<file path="config.mk">
export PLATFORM = sky130hd
export DESIGN_NAME = csr_ctrl
export DESIGN_NICKNAME = d
export VERILOG_FILES = /design/src/hw/rtl/csr_pkg.sv /design/src/hw/rtl/csr_ctrl.sv
export SDC_FILE = /design/constraint.sdc
export NUM_CORES = 1
export LEC_CHECK = 0
export BUFFER_PORTS_ARGS = -buffer_cell sky130_fd_sc_hd__buf_2
export CAP_MARGIN = 10
export CORE_AREA = 3 3 40 42
export DETAILED_ROUTE_END_ITERATION = 6
export DIE_AREA = 0 0 43 45
export SLEW_MARGIN = 15
export SYNTH_ARGS = -nofsm -noshare
export SYNTH_HDL_FRONTEND = slang
export SYNTH_SLANG_ARGS = --single-unit
</file>
<file path="constraint.sdc">
create_clock -name clk -period 2.15 [get_ports clk]
set_input_delay 0.43 -clock clk [delete_from_list [all_inputs] [get_ports clk]]
set_output_delay 0.43 -clock clk [all_outputs]
set_load 0.01 [all_outputs]
</file>
<file path="src/hw/rtl/csr_pkg.sv">
// ----------------------------------------------------------------------------
// CAN segment reassembler package
// Shared constants and the command/status bundles between the controller
// and the datapath.
// ----------------------------------------------------------------------------
package csr_pkg;

    // Byte lanes in one emitted word and in one row of the message store.
    localparam int LANES     = 8;
    // Largest number of words emitted for one message, and its counter width.
    localparam int MAX_WORDS = 32;
    localparam int WORDS_W   = 6;

    // Commands from the controller to the datapath.
    typedef struct packed {
        logic capture;  // latch the incoming frame
        logic check;    // filter, store the frame, update count and header
        logic issue;    // read the next word of the message
    } cmd_t;

    // Status from the datapath to the controller.
    typedef struct packed {
        logic emit;        // the frame under check completes a message to send
        logic last_issue;  // the word being read now is the final one
    } status_t;

endpackage

</file>
<file path="src/hw/rtl/csr_ctrl.sv">
// ----------------------------------------------------------------------------
// CAN segment reassembler controller
// Sequences frame capture, the check/store cycle and word emission.
// ----------------------------------------------------------------------------
module csr_ctrl (
    input  logic             clk,
    input  logic             rst_n,
    input  logic             start,
    input  csr_pkg::status_t status,
    output csr_pkg::cmd_t    cmd,
    output logic             busy
);

    typedef enum logic [1:0] {
        S_IDLE,
        S_CHECK,
        S_EMIT
    } state_t;

    state_t state_reg;
    state_t state_next;
    logic   busy_reg;

    // Next-state logic.
    always_comb
    begin
        state_next = state_reg;
        case (state_reg)
            S_IDLE:
            begin
                if (start)
                begin
                    state_next = S_CHECK;
                end
            end
            S_CHECK:
            begin
                state_next = status.emit ? S_EMIT : S_IDLE;
            end
            S_EMIT:
            begin
                if (status.last_issue)
                begin
                    state_next = S_IDLE;
                end
            end
            default:
            begin
                state_next = S_IDLE;
            end
        endcase
    end

    // State and the registered busy flag.
    always_ff @(posedge clk or negedge rst_n)
    begin
        if (!rst_n)
        begin
            state_reg <= S_IDLE;
            busy_reg  <= 1'b0;
        end
        else
        begin
            state_reg <= state_next;
            busy_reg  <= (state_next != S_IDLE);
        end
    end

    // Commands to the datapath.
    assign cmd.capture = start && !busy_reg;
    assign cmd.check   = (state_reg == S_CHECK);
    assign cmd.issue   = (state_reg == S_EMIT);
    assign busy        = busy_reg;

endmodule

</file>
==> summary.md <==
| Metric | Value |
|---|---|
| Run status | finished, final reports clean |
| Commonest cells post-synth | 3 x dfrtp_1, 2 x nor2b_1, 2 x o21ai_0 |
| Crit. Startpoint | state_reg[0] |
| # setup viols final | 0 |
| Ranking of synthesized cells by area | dfrtp_1 55%, nor2b_1 9.2%, mux2i_1 7.3%, o21ai_0 7.3%, and2b_2 6.4% |
| Worst setup EP type | output port |
| Sequential fraction of the synthesis area | 0.550 |
| Yosys cell types | 8 |
| CTS clock-pin slew for the worst setup and hold paths | 40 ps |
| Final Total Pwr | around 0.21 mW |
| Max Freq | 700 MHz |
| Core area | around 1300 µm² |
| Worst-Margin Slew | 188 ps |
| Die span in y | 45 µm |
| Via count | 137 |
| Root buffer selected by CTS | clkbuf_4 |
| CP Cell Sequence | and2b_2, buf_2 |
| CTS Sinks | 3 |
| Asr flop ratio synth | 1.00 |
| RSZ-0062 raised after global routing | no |
| Count leader, synth | dfrtp_1 |
| Setup CP Type | flip-flop to output port |
| Final period util | 0.664 |
| Total negative slack | 0 ps |
| Worst R2R Start | state_reg[0] |
| Starting Density | 0.106 |
| PnR worst setup slack | 722 ps |
| Cell taking the most area after synthesis | dfrtp_1 |
| LEAKAGE | 0.114 nW |
| Crit start category | flip-flop |
| Top Family by Delay on Critical Path | flip-flops |
| I/O pins | 9 |
| DR vias/cell | 3.43 |
| Die Area | 1940 µm² |
| Pwr/cell area | between 900 and 1000 nW/µm² |
| Max-slew violations | 0 |
| Initial DRC count | 0 |
| Layout fillers | 148 |
| Max-slew headroom | 0.875 |
| Area of the multi-input gates | 61.3 µm² |
| Layout Area Growth over Synthesis | 69.7% |
| Reg area | between 70 and 80 µm² |
| Number of flip-flops under the largest register name | 2 |
| WP data arrival | 1000 ps |
| First-pass GRT wire length | 593 µm |
| Vias in the first global route | about 150 |
| Pre-CTS setup slack | 923 ps |
| Yosys warns | 0 |
| Crit-path max cell delay | 430 ps |
| Syn nets | 17 |
| Critical path peak fanout | 6 |
| Post-Syn Area per Cell | 11.4 µm² |
| Total GRT Usage | 0.0542 |
| Clk_lat worst skew | roughly 230 ps |
| Tmin final | 1430 ps |
| Layout cells sized above 1 | 0.480 |
| Antenna violations before repair | 0 |
| Hold Vio Cnt, Final | 0 |
| CTS resizes | 0 |
| Hold Path Class | input pin to flip-flop |
| Post-synth EDFFs | 0 |
| Drt pass-1 iters | 1 |
| Max-capacitance violation count | 0 |
| Post-Syn Area | about 140 µm² |
| Data required, critical path | 1720 ps |
| Die extent in x | about 43 µm |
| I/O Buffers | 8 |
| Detail-routed net length per standard cell | between 8 and 9 µm |
| #FFs+latches synth | 3 |
| Routability cong. | 0.652 |
| Number of diodes | 0 |
| Slowest cell on crit path | dfrtp_1 |
| Post-route ant nets | 0 |
| # DRC | 0 |
| Main synth FF type | dfrtp_1 |
| TritonCTS clock tree | yes |
| Clock Skew | 1.45 ps |
| Crit path buf inv count | 1 |
| Net count, final | 31 |
| VDD IR max | 0.107 mV |
| Yosys top cell area share | 0.550 |
| Largest net degree at the start of global routing | 7 |
| Overflow after GRT | 0 |
| Worst hold start | status[1] |
| H-tree lvl count | 1 |
| Clock buffer depth | 2 |
| Cells after Synth | 12 |
| Rows | 13 |
| Num CTS Buffers | 3 |
| Final wirelength | about 340 µm |
[final timing paths]
check / end / slack (ps) / cells after the start
min in group asynchronous: state_reg[1] / 520 / 2
max in group asynchronous: busy / 1520 / 2
setup reg to reg: busy / 1170 / 2
setup / recovery: cmd[1] / 720 / 2
hold / removal: state_reg[1] / 450 / 3
hold reg to reg: state_reg[0] / 510 / 1
[per-stage QoR]
stage | std cells | utilization | hold WS [ps] | cell area [µm²]
2_1_floorplan | 12 | - | 134 | 136
3_3_place_gp | 35 | 0.152 | 228 | 195
3_5_place_dp | 35 | 0.152 | 227 | 195
4_1_cts | 40 | 0.180 | 442 | 231
5_1_grt | 40 | 0.180 | 465 | 231
6_report | 40 | 0.180 | 454 | 231
[kinds of logic (layout without fill, tap and decap cells)]
group | count (synthesis) | count (layout) | share of synthesized area
simple gates | 6 | 6 | 0.303
flops | 3 | 3 | 0.550
compound gates | 2 | 2 | 0.0734
mux | 1 | 1 | 0.0734
buf+inv | 0 | 13 | 0
[area by class of cell]
| class | count | share of cell area |
|---|---|---|
| tap | 15 | 0.0811 |
| clock buffer | 4 | 0.114 |
| sequential | 3 | 0.324 |
| multi-input combinational | 9 | 0.265 |
| timing repair buffer | 9 | 0.216 |
[worst min-delay path: stages]
cell and delay, ps:
buf_2 100, nand2_1 40, o21ai_0 60
[power by group]
group	internal, mW	total [mW]	switching (mW)
logic	0.0209	0.0376	0.0167
clock network	0.0696	0.0991	0.0296
registers	0.0656	0.0744	0.00887
total	0.156	0.211	0.0552
[cells in the final DEF (no fill, tap or decap)]
cell type      synthesis  layout
buf_2                  0       8
dfrtp_1                3       3
clkbuf_4               0       3
nor2b_1                2       2
o21ai_0                2       2
and2b_2                1       1
nand2_1                1       1
or3b_1                 1       1
nor3b_1                1       1
mux2i_1                1       1
clkbuf_1               0       1
dlygate4sd3_1          0       1
[what timing repair did]
item | CTS | global route
setup buffers | 0 | 0
hold endpoints to repair | 3 | 0
hold buffers | 1 | 0
[per-layer routing]
layer / GRT usage / vias to the layer above / share of wire
met4: 0.0904 / 0 / 0
met3: 0.0478 / 0 / 0.18
met5: 0 / - / 0
met2: 0.0629 / 8 / 0.43
met1: 0.0412 / 63 / 0.39
li1: - / 66 / -
Note: power is estimated with default switching activity, not from simulation.
